**src/rtl/frms_pkg.sv**
```systemverilog
// frms_pkg: constants, sequencer states and control structs for frame_rms.
// Depends on nothing; every other file of the block imports it.

package frms_pkg;

   // Field widths of the channels
   localparam int SAMPLE_W = 16;
   localparam int RMS_W    = 16;
   localparam int LEN_W    = 11;

   // Frame and sample limits
   localparam int MAX_FRAME   = 1024;
   localparam int SAMPLE_BITS = 16;

   // Derived datapath widths
   localparam int COUNT_W = $clog2(MAX_FRAME + 1);
   localparam int SQ_W    = 2 * SAMPLE_BITS;
   localparam int SUM_W   = 2 * SAMPLE_BITS - 1 + $clog2(MAX_FRAME);
   localparam int RT_W    = SAMPLE_BITS;
   localparam int RAD_W   = 2 * RT_W;
   localparam int DREM_W  = COUNT_W + 1;
   localparam int ALU_W   = (DREM_W > RT_W + 3) ? DREM_W : RT_W + 3;
   localparam int STEP_W  = $clog2(SUM_W);

   typedef enum logic [2:0] {
      ST_IDLE,
      ST_ADD,
      ST_LOAD,
      ST_DIV,
      ST_SQRT,
      ST_DONE
   } seq_state_type;

   // Commands from the sequencer to the accumulator
   typedef struct packed {
      logic take;    // capture the square of the incoming sample
      logic add;     // fold the captured square into the running sum
      logic clear;   // start a new frame
   } acc_cmd_type;

endpackage

```
**src/rtl/frms_req_if.sv**
```systemverilog
// frms_req_if: sample channel of frame_rms (valid/ready plus payload).
// Depends on frms_pkg.

interface frms_req_if;
   import frms_pkg::*;

   logic                valid;
   logic                ready;
   logic [SAMPLE_W-1:0] sample;
   logic                last_sample;

   modport source (output valid, output sample, output last_sample, input ready);
   modport sink   (input valid, input sample, input last_sample, output ready);
endinterface

```
**src/rtl/frms_rsp_if.sv**
```systemverilog
// frms_rsp_if: result channel of frame_rms (valid/ready plus payload).
// Depends on frms_pkg.

interface frms_rsp_if;
   import frms_pkg::*;

   logic             valid;
   logic             ready;
   logic [RMS_W-1:0] rms_value;
   logic             frame_too_long;
   logic [LEN_W-1:0] frame_length;

   modport source (output valid, output rms_value, output frame_too_long,
                   output frame_length, input ready);
   modport sink   (input valid, input rms_value, input frame_too_long,
                   input frame_length, output ready);
endinterface

```
**src/rtl/frms_alu.sv**
```systemverilog
// frms_alu: shared compare-and-subtract unit, used by the divider and the
// square root steps. Depends on frms_pkg.

module frms_alu (
   input  logic [frms_pkg::ALU_W-1:0] minuend,
   input  logic [frms_pkg::ALU_W-1:0] subtrahend,
   output logic                       ge,
   output logic [frms_pkg::ALU_W-1:0] diff
);
   import frms_pkg::*;

   logic [ALU_W:0] wide_diff;

   assign wide_diff = {1'b0, minuend} - {1'b0, subtrahend};
   assign ge        = ~wide_diff[ALU_W];
   assign diff      = wide_diff[ALU_W-1:0];
endmodule

```
**src/rtl/frms_acc.sv**
```systemverilog
// frms_acc: squares samples and keeps the frame's sum of squares, sample
// count and overflow mark. Depends on frms_pkg.

module frms_acc (
   input  logic                          clock,
   input  logic                          reset,
   input  frms_pkg::acc_cmd_type         cmd,
   input  logic [frms_pkg::SAMPLE_W-1:0] sample,
   output logic [frms_pkg::SUM_W-1:0]    sum,
   output logic [frms_pkg::COUNT_W-1:0]  count,
   output logic                          overflow
);
   import frms_pkg::*;

   logic [SAMPLE_BITS-1:0] raw;
   logic [SAMPLE_BITS-1:0] mag;
   logic [SQ_W-1:0]        square_ff;
   logic [SUM_W-1:0]       sum_ff;
   logic [COUNT_W-1:0]     count_ff;
   logic                   overflow_ff;
   logic                   full;

   // Only the low sample bits count; the magnitude of the most negative
   // value wraps to its own pattern, which is still the right unsigned value.
   assign raw  = sample[SAMPLE_BITS-1:0];
   assign mag  = raw[SAMPLE_BITS-1] ? (~raw + 1'b1) : raw;
   assign full = (count_ff >= COUNT_W'(MAX_FRAME));

   always_ff @(posedge clock) begin
      if (cmd.take) begin
         square_ff <= SQ_W'(mag) * SQ_W'(mag);
      end
   end

   always_ff @(posedge clock) begin
      if (reset || cmd.clear) begin
         sum_ff      <= '0;
         count_ff    <= '0;
         overflow_ff <= 1'b0;
      end else if (cmd.add) begin
         if (full) begin
            overflow_ff <= 1'b1;
         end else begin
            sum_ff   <= sum_ff + SUM_W'(square_ff);
            count_ff <= count_ff + 1'b1;
         end
      end
   end

   assign sum      = sum_ff;
   assign count    = count_ff;
   assign overflow = overflow_ff;
endmodule

```
**src/rtl/frame_rms.sv**
```systemverilog
// frame_rms: RMS over a frame of Q2.13 samples, one shared subtractor.
// A last sample's result is offered after the add, load, SUM_W = 41 divide steps,
// RT_W = 16 root steps and done states; other samples give none. Inside a frame
// a sample is accepted and then accumulated before the next is taken; after a last
// sample the next waits for the whole divide and root, longer while rsp stalls.
// Reset (synchronous) clears the frame state, the sequencer and rsp valid.

module frame_rms (
   input  logic       clock,
   input  logic       reset,
   frms_req_if.sink   req_chan,
   frms_rsp_if.source rsp_chan
);
   import frms_pkg::*;

   seq_state_type       state_ff;
   seq_state_type       state_in;
   acc_cmd_type         acc_cmd;

   logic [SUM_W-1:0]    acc_sum;
   logic [COUNT_W-1:0]  acc_count;
   logic                acc_overflow;

   logic                last_ff;
   logic [STEP_W-1:0]   step_ff;
   logic [COUNT_W-1:0]  div_ff;      // divisor: frame length
   logic [ALU_W-1:0]    rem_ff;      // partial remainder of divide or root
   logic [SUM_W-1:0]    work_ff;     // dividend -> quotient -> radicand
   logic [RT_W-1:0]     root_ff;
   logic [COUNT_W-1:0]  len_ff;
   logic                ovf_ff;

   logic                rsp_valid_ff;
   logic [RMS_W-1:0]    rms_ff;
   logic                too_long_ff;
   logic [LEN_W-1:0]    length_ff;

   logic [ALU_W-1:0]    alu_a;
   logic [ALU_W-1:0]    alu_b;
   logic                alu_ge;
   logic [ALU_W-1:0]    alu_diff;

   logic                accept;
   logic                step_last;
   logic                rsp_free;

   assign accept    = req_chan.valid && req_chan.ready;
   assign step_last = (step_ff == '0);
   assign rsp_free  = !rsp_valid_ff || rsp_chan.ready;

   frms_acc u_acc (
      .clock    (clock),
      .reset    (reset),
      .cmd      (acc_cmd),
      .sample   (req_chan.sample),
      .sum      (acc_sum),
      .count    (acc_count),
      .overflow (acc_overflow)
   );

   frms_alu u_alu (
      .minuend    (alu_a),
      .subtrahend (alu_b),
      .ge         (alu_ge),
      .diff       (alu_diff)
   );

   // Next state
   always_comb begin
      state_in = state_ff;
      case (state_ff)
         ST_IDLE: begin
            if (accept) state_in = ST_ADD;
         end
         ST_ADD: begin
            state_in = last_ff ? ST_LOAD : ST_IDLE;
         end
         ST_LOAD: begin
            state_in = ST_DIV;
         end
         ST_DIV: begin
            if (step_last) state_in = ST_SQRT;
         end
         ST_SQRT: begin
            if (step_last) state_in = ST_DONE;
         end
         ST_DONE: begin
            // Wait here only while the previous result is still unclaimed
            if (rsp_free) state_in = ST_IDLE;
         end
         default: begin
            state_in = ST_IDLE;
         end
      endcase
   end

   // Sequencer outputs: handshake, accumulator commands, shared unit operands
   always_comb begin
      req_chan.ready = 1'b0;
      acc_cmd        = '0;
      alu_a          = '0;
      alu_b          = '0;
      case (state_ff)
         ST_IDLE: begin
            req_chan.ready = 1'b1;
            acc_cmd.take   = req_chan.valid;
         end
         ST_ADD: begin
            acc_cmd.add = 1'b1;
         end
         ST_LOAD: begin
            acc_cmd.clear = 1'b1;
         end
         ST_DIV: begin
            // Restoring divide: shift in the next dividend bit, try subtract
            alu_a = ALU_W'({rem_ff[COUNT_W-1:0], work_ff[SUM_W-1]});
            alu_b = ALU_W'(div_ff);
         end
         ST_SQRT: begin
            // Digit-by-digit root: bring down two bits, try 4*root + 1
            alu_a = {rem_ff[ALU_W-3:0], work_ff[RAD_W-1 -: 2]};
            alu_b = ALU_W'({root_ff, 2'b01});
         end
         default: begin
         end
      endcase
   end

   always_ff @(posedge clock) begin
      if (reset) begin
         state_ff <= ST_IDLE;
      end else begin
         state_ff <= state_in;
      end
   end

   // Datapath of the divide and root iterations
   always_ff @(posedge clock) begin
      case (state_ff)
         ST_IDLE: begin
            if (accept) last_ff <= req_chan.last_sample;
         end
         ST_LOAD: begin
            // Snapshot the frame; the accumulator clears in the same cycle
            div_ff  <= acc_count;
            len_ff  <= acc_count;
            ovf_ff  <= acc_overflow;
            work_ff <= acc_sum;
            rem_ff  <= '0;
            step_ff <= STEP_W'(SUM_W - 1);
         end
         ST_DIV: begin
            work_ff <= {work_ff[SUM_W-2:0], alu_ge};
            if (step_last) begin
               rem_ff  <= '0;
               root_ff <= '0;
               step_ff <= STEP_W'(RT_W - 1);
            end else begin
               rem_ff  <= alu_ge ? alu_diff : alu_a;
               step_ff <= step_ff - 1'b1;
            end
         end
         ST_SQRT: begin
            rem_ff  <= alu_ge ? alu_diff : alu_a;
            root_ff <= {root_ff[RT_W-2:0], alu_ge};
            work_ff <= work_ff << 2;
            step_ff <= step_ff - 1'b1;
         end
         default: begin
         end
      endcase
   end

   // Result register: holds a finished transaction while the sink stalls
   always_ff @(posedge clock) begin
      if (reset) begin
         rsp_valid_ff <= 1'b0;
      end else if (state_ff == ST_DONE && rsp_free) begin
         rsp_valid_ff <= 1'b1;
      end else if (rsp_chan.ready) begin
         rsp_valid_ff <= 1'b0;
      end
   end

   always_ff @(posedge clock) begin
      if (state_ff == ST_DONE && rsp_free) begin
         rms_ff      <= RMS_W'(root_ff);
         too_long_ff <= ovf_ff;
         length_ff   <= LEN_W'(len_ff);
      end
   end

   assign rsp_chan.valid          = rsp_valid_ff;
   assign rsp_chan.rms_value      = rms_ff;
   assign rsp_chan.frame_too_long = too_long_ff;
   assign rsp_chan.frame_length   = length_ff;
endmodule

```
**src/flat_wrapper.sv**
```systemverilog
// flat-port wrapper written by rule: the top's interface ports become plain ports
module frame_rms_flat import frms_pkg::*;
  (clock, reset, req_chan_valid, req_chan_sample, req_chan_last_sample, req_chan_ready, rsp_chan_valid, rsp_chan_rms_value, rsp_chan_frame_too_long, rsp_chan_frame_length, rsp_chan_ready);
  frms_req_if req_chan_i ();
  frms_rsp_if rsp_chan_i ();
  input  logic clock;
  input  logic reset;
  input wire logic [$bits(req_chan_i.valid)-1:0] req_chan_valid;
  input wire logic [$bits(req_chan_i.sample)-1:0] req_chan_sample;
  input wire logic [$bits(req_chan_i.last_sample)-1:0] req_chan_last_sample;
  output wire logic [$bits(req_chan_i.ready)-1:0] req_chan_ready;
  output wire logic [$bits(rsp_chan_i.valid)-1:0] rsp_chan_valid;
  output wire logic [$bits(rsp_chan_i.rms_value)-1:0] rsp_chan_rms_value;
  output wire logic [$bits(rsp_chan_i.frame_too_long)-1:0] rsp_chan_frame_too_long;
  output wire logic [$bits(rsp_chan_i.frame_length)-1:0] rsp_chan_frame_length;
  input wire logic [$bits(rsp_chan_i.ready)-1:0] rsp_chan_ready;
  assign req_chan_i.valid = req_chan_valid;
  assign req_chan_i.sample = req_chan_sample;
  assign req_chan_i.last_sample = req_chan_last_sample;
  assign req_chan_ready = req_chan_i.ready;
  assign rsp_chan_valid = rsp_chan_i.valid;
  assign rsp_chan_rms_value = rsp_chan_i.rms_value;
  assign rsp_chan_frame_too_long = rsp_chan_i.frame_too_long;
  assign rsp_chan_frame_length = rsp_chan_i.frame_length;
  assign rsp_chan_i.ready = rsp_chan_ready;
  frame_rms u_core (.clock(clock), .reset(reset), .req_chan(req_chan_i), .rsp_chan(rsp_chan_i));
endmodule
```
**config.mk**
```make
export PLATFORM = sky130hd
export DESIGN_NAME = frame_rms_flat
export DESIGN_NICKNAME = d
export VERILOG_FILES = /design/src/rtl/frms_pkg.sv /design/src/rtl/frms_req_if.sv /design/src/rtl/frms_rsp_if.sv /design/src/rtl/frms_alu.sv /design/src/rtl/frms_acc.sv /design/src/rtl/frame_rms.sv /design/src/flat_wrapper.sv
export SDC_FILE = /design/constraint.sdc
export NUM_CORES = 1
export LEC_CHECK = 0
export ABC_AREA = 1
export BUFFER_PORTS_ARGS = -buffer_cell sky130_fd_sc_hd__buf_2
export CORE_MARGIN = 5
export CORE_UTILIZATION = 60
export CTS_BUF_LIST = sky130_fd_sc_hd__clkbuf_8
export CTS_CLUSTER_SIZE = 25
export DETAILED_ROUTE_END_ITERATION = 16
export HOLD_SLACK_MARGIN = 0.08
export MAX_ROUTING_LAYER = met4
export PLACE_DENSITY = 0.82
export SYNTH_ARGS = -nofsm -noshare
export SYNTH_HDL_FRONTEND = slang
export SYNTH_SLANG_ARGS = --single-unit
export TNS_END_PERCENT = 50
```
**constraint.sdc**
```tcl
create_clock -name clock -period 10.7 [get_ports clock]
set_input_delay 2.675 -clock clock [delete_from_list [all_inputs] [get_ports clock]]
set_output_delay 2.675 -clock clock [all_outputs]
set_load 0.005 [all_outputs]
```
# --- Yosys cells after proc, flatten, opt, wreduce, memory -nomap -nowiden ---
# Index checks and enable logic that the tools add are counted.
# Widths: inputs -> output; s select.
classes:
  add_sub_neg: 5
  n_mul: 1
  n_lt_le_gt_ge: 1
  n_eq_ne: 9
  n_mux: 23
  bitwise_logic: 3
  n_reduce_logical: 15
ops:
  columns: ["op", "count"]
  rows:
  - ["$pmux 41 s3", 1]
  - ["$pmux 17 s3", 1]
  - ["$add 41x32->41", 1]
  - ["$pmux 19 s2", 1]
  - ["$pmux 18 s2", 1]
  - ["$mux 17", 2]
  - ["$mul 16x16->32", 1]
  - ["$mux 16", 2]
  - ["$pmux 16 s2", 1]
  - ["$sub 19x18->20", 1]
  - ["$pmux 3 s6", 1]
  - ["$pmux 6 s3", 1]
  - ["$add 16x1->16 const B", 1]
  - ["$not 16->16", 1]
  - ["$mux 3", 4]
  - ["$add 11x1->11 const B", 1]
  - ["$ge 11x11->1 const B", 1]
  - ["$ne 2x1->1 const B", 4]
  - ["$reduce_and 2->1", 4]
  - ["$eq 3x2->1 const B", 2]
  - ["$eq 3x3->1 const B", 2]
  - ["$logic_not 6->1", 1]
  - ["$mux 1", 6]
  - ["$mux 6", 1]
  - ["11 further kinds", 15]
word_totals:
  register_bits: 210
  inputBits: 21
  elab_cells: 73

# --- Depth between registers and ports, before layout ---
depth:
  word_depth: 6
  mapped_depth: 35

# --- Hierarchy ---
# From an unflattened synthesis, not the netlist that was laid out.
hier_totals:
  cells_unflattened: 2694
  area_unflattened_um2: 20427.1
modules_own_cells:
  columns: ["module", "n_inst", "cells_per_inst", "area_per_inst_um2", "seq_area_each_um2"]
  rows:
  - ["frms_acc", 1, 1941, 13777.0, 1991.9]
  - ["frame_rms", 1, 527, 5479.0, 3713.6]
  - ["frms_alu", 1, 226, 1171.1, 0.0]

# --- Worst setup path after synthesis ---
# No wires, ideal clock.
synth_path:
  kind: "input port to flip-flop"
  start: "input req_chan_sample[0]"
  end: "register u_core.u_acc.square_ff[31], data pin"
  setup_ns: 0.254
  arrival_time_ns: 8.595
  t_required_ns: 10.446
  path_slack_ns: 1.851
  path_stages: 31
  path_cell_list: "inv_2 -> clkbuf_1 -> ha_1 -> nand3_2 -> nor3_1 -> a21oi_2 -> nor2_1 -> nand2_1 -> nand2_1 -> buf_4 -> nand2_1 -> fa_1 -> inv_1 -> fa_1 -> fa_1 -> fa_1 -> fa_1 -> inv_1 -> fa_1 -> inv_1 -> ha_1 -> a21oi_1 -> inv_1 -> a21oi_1 -> nor2_1 -> nor2_1 -> nand3_1 -> nand2_1 -> nand2_1 -> nand2_1 -> nand2_1"
synth_between:
  elab_chain_cells: 4
synth_lines:
  columns: ["item", "line_no", "text"]
  rows:
  - ["start, declared", "flat_wrapper.sv:9", "input wire logic [$bits(req_chan_i.sample)-1:0] req_chan_sample;"]
  - ["$not 16->16", "frms_acc.sv:26", "assign mag = raw[SAMPLE_BITS-1] ? (~raw + 1'b1) : raw;"]
  - ["$add 16x1->16", "frms_acc.sv:26", null]
  - ["$mux 16 (*)", "frms_acc.sv:26", null]
  - ["$mul 16x16->32 (*)", "frms_acc.sv:31", "square_ff <= SQ_W'(mag) * SQ_W'(mag);"]
  - ["end signal, assigned", "frms_acc.sv:31", null]
  - ["end, declared", "frms_acc.sv:17", "logic [SQ_W-1:0] square_ff;"]
# Every way passes the cells marked *; elsewhere a longest branch is shown, timed or not.
# A chain may end at the register's enable or synchronous reset.

# --- Worst setup path after layout ---
layout_path:
  start: "input req_chan_sample[0]"
  end: "register u_core.u_acc.square_ff[24], data pin"
# Same word-level chain as after synthesis.

==> flow_metrics.env <==
export IMPL_status="finished clean"
export IMPL_period_share_pct=86.9
export IMPL_drv_slew=0
export IMPL_grt_overflow=0
export IMPL_wl_per_cell_um=16.0
export IMPL_cts_resized=0
export IMPL_num_rows=66
export IMPL_drt_iter0_markers=1415
export IMPL_routed_wl_mm=49.5
export IMPL_n_antenna_cell=0
export IMPL_die_w_um=193
export IMPL_cp_end_kind="flip-flop"
export IMPL_worstHoldStart="u_core.ovf_ff"
export IMPL_coreArea_um2=32700
export IMPL_nFillCells=2758
export IMPL_dr_total_vias=16900
export IMPL_grt_pass1_wl_mm=82.3
export IMPL_synth_seq_area_share_pct=28.5
export IMPL_synth_avg_cell_area_um2=7.79
export IMPL_critPathBufInv=7
export IMPL_grt_usage_pct=28.3
export IMPL_max_freq_mhz=108
export IMPL_r2r_end="u_core.rem_ff[10]"
export IMPL_criticalPathCategory="in -> reg"
export IMPL_die_area_um2=37100
export IMPL_finalHoldViolations=0
export IMPL_hold_path_endpoint="u_core.rsp_chan.frame_too_long"
export IMPL_clkTransAtPathRegs_ns=0.06
export IMPL_drcViolationCount=0
export IMPL_synth_top_area_cell="edfxtp_1"
export IMPL_synth_top_flop_cell="edfxtp_1"
export IMPL_placement_io_buffers=50
export IMPL_cts_setup_buffers=0
export IMPL_grt_max_degree=77
export IMPL_layout_area_overhead_vs_synth_pct=6.34
export IMPL_cts_max_level=2
export IMPL_drive_above_1_share_pct=5.85
export IMPL_synth_seq_cells=209
export IMPL_vias_per_cell=5.47
export IMPL_hold_path_class="reg -> reg"
export IMPL_first_pass_iters=5
export IMPL_async_flop_share_pct=0
export IMPL_die_h_um=193
export IMPL_cts_hold_buf=0
export IMPL_clockBufferDepth=3
export IMPL_whs_path_depth=0
export IMPL_synth_top_area_share_pct=22.8
export IMPL_slew_headroom_pct=27.6
export IMPL_r2r_setup_slack_ns=6.77
export IMPL_netlist_cell_type_count=50
export IMPL_clk_latency_ns=0.57
export IMPL_worst_path_most_repeated_cell="fa_1"
export IMPL_fin_skew_ns=0.0628
export IMPL_cts_sinks=209
export IMPL_grt_pass1_vias=17200
export IMPL_synthTopCellsByArea="edfxtp_1 23%, fa_1 17%, inv_1 11%"
export IMPL_critPathMaxFanout=18
export IMPL_antenna_found_initial=0
export IMPL_setup_viol=0
export IMPL_rsz0062_at_grt="no"
export IMPL_cts_tree="yes"
export IMPL_cp_required_ns=10.96
export IMPL_syn_inst=2569
export IMPL_cpLargestDelayFamily="adder cells"
export IMPL_route_antenna_remaining_nets=0
export IMPL_cts_buffers=36
export IMPL_fin_nets=2960
export IMPL_synth_edf_count=152
export IMPL_crit_path_max_incr_delay_ns=0.56
export IMPL_num_io_pins=51
export IMPL_hpwl_mm=39.9
export IMPL_max_cap_violations=0
export IMPL_routabilityCongestion=1.01
export IMPL_initial_utilization_pct=61.2
export IMPL_setup_worst_path_start_class="input pin"
export IMPL_rr_worst_depth=17
export IMPL_r2r_start="u_core.state_ff[0]"
export IMPL_syn_cell_area_um2=20000
export IMPL_cts_root_buf="clkbuf_8"
export IMPL_ys_warn_count=0
export IMPL_worst_path_max_delay_cell="fa_1"
export IMPL_critPathArrivalTime_ns=9.56
export IMPL_min_period_ns=9.30
export IMPL_tightest_slew_ns=1.08
export IMPL_finalSetupTns_ns=0
export IMPL_synth_most_common_cell="inv_1"
export IMPL_yosys_top_cells_count="587 x inv_1, 572 x nand2_1, 277 x nor2_1"
layer usage:
layer / GRT usage, % / vias to the layer above / routed length [µm] / share of wire (%)
li1: - / 8116 / - / -
met1: 35.6 / 7998 / 20100 / 41
met2: 46.9 / 667 / 23700 / 48
met3: 4.00 / 138 / 3850 / 7.8
met4: 10.4 / 0 / 1860 / 3.8
met5: - / - / 0 / 0
cell type report:
class,count,area (µm²),area share (%)
Clock buffer,36,495,2.33
Inverter,600,2250,10.6
Tap cell,442,553,2.60
Timing Repair Buffer,58,310,1.46
Sequential cell,209,5710,26.8
Clock inverter,29,136,0.641
Multi-Input combinational cell,1719,11800,55.6
worst max path at each step:
stage	from	end	slack (ns)	cells past startpoint
finish	req_chan_sample[0]	u_core.u_acc.square_ff[24]	1.40	28
global route	req_chan_sample[0]	u_core.u_acc.square_ff[24]	1.02	28
CTS	req_chan_sample[0]	u_core.u_acc.square_ff[24]	1.43	28
detailed placement	req_chan_sample[0]	u_core.u_acc.square_ff[24]	0.91	28
global placement	req_chan_sample[0]	u_core.u_acc.square_ff[28]	1.16	30
floorplan	req_chan_sample[0]	u_core.u_acc.square_ff[31]	1.85	31
metrics by stage:
step | worst slack (ns) | std cells | utilization [%] | hold slack, ns | instance area (µm²)
floorplan | 1.85 | 2578 | - | 0.400 | 20000
global placement | 1.16 | 3028 | 63.2 | 0.407 | 20700
detailed placement | 0.912 | 3028 | 63.2 | 0.412 | 20700
CTS | 1.43 | 3093 | 65.1 | 0.424 | 21300
global route | 1.02 | 3093 | 65.1 | 0.439 | 21300
finish | 1.40 | 3093 | 65.1 | 0.422 | 21300
cells in the final DEF (no fill, tap or decap), drive strengths merged, types with 2 or more instances in the layout:
cell / count
o21a: 2
nor4: 3
nand3: 114
ha: 149
clkinvlp: 3
o22ai: 12
a21o: 8
edfxtp: 152
xnor2: 16
or2: 4
fa: 166
nand3b: 5
a21oi: 120
a31oi: 5
nand2: 582
nor2: 286
o21ai: 87
a21boi: 2
xor2: 48
clkinv: 10
o211ai: 5
inv: 616
o21bai: 13
nor3: 26
conb: 11
dfxtp: 57
clkbuf: 36
nand4: 15
o221ai: 37
buf: 58
kinds of logic (layout without fill, tap and decap cells):
group                      count (synthesis)  count (layout)  share of synthesized area (%)
AOI/OAI and AO/OA                        292             292                           8.63
xor gates and xnor gates                  64              64                           2.99
adders and majority gates                315             315                           25.9
buffers and inverters                    650             723                           12.6
DFF                                      209             209                           28.5
other                                      2              11                         0.0375
and+or+nand+nor                         1037            1037                           21.3
state kept, by name (all words and copies together), names as in the netlist, 3 cells and up:
register,flops
u_core.rem_ff,17
u_core.step_ff,6
u_core.rsp_chan.rms_value,16
u_core.rsp_chan.frame_length,11
u_core.root_ff,16
u_core.u_acc.sum,41
u_core.state_ff,3
u_core.u_acc.square_ff,31
u_core.work_ff,41
u_core.u_acc.count,11
u_core.div_ff,11
Power is left out: the tool's default activity adds up to more than one toggle a clock period on the data nets, which glitch-free logic cannot reach.
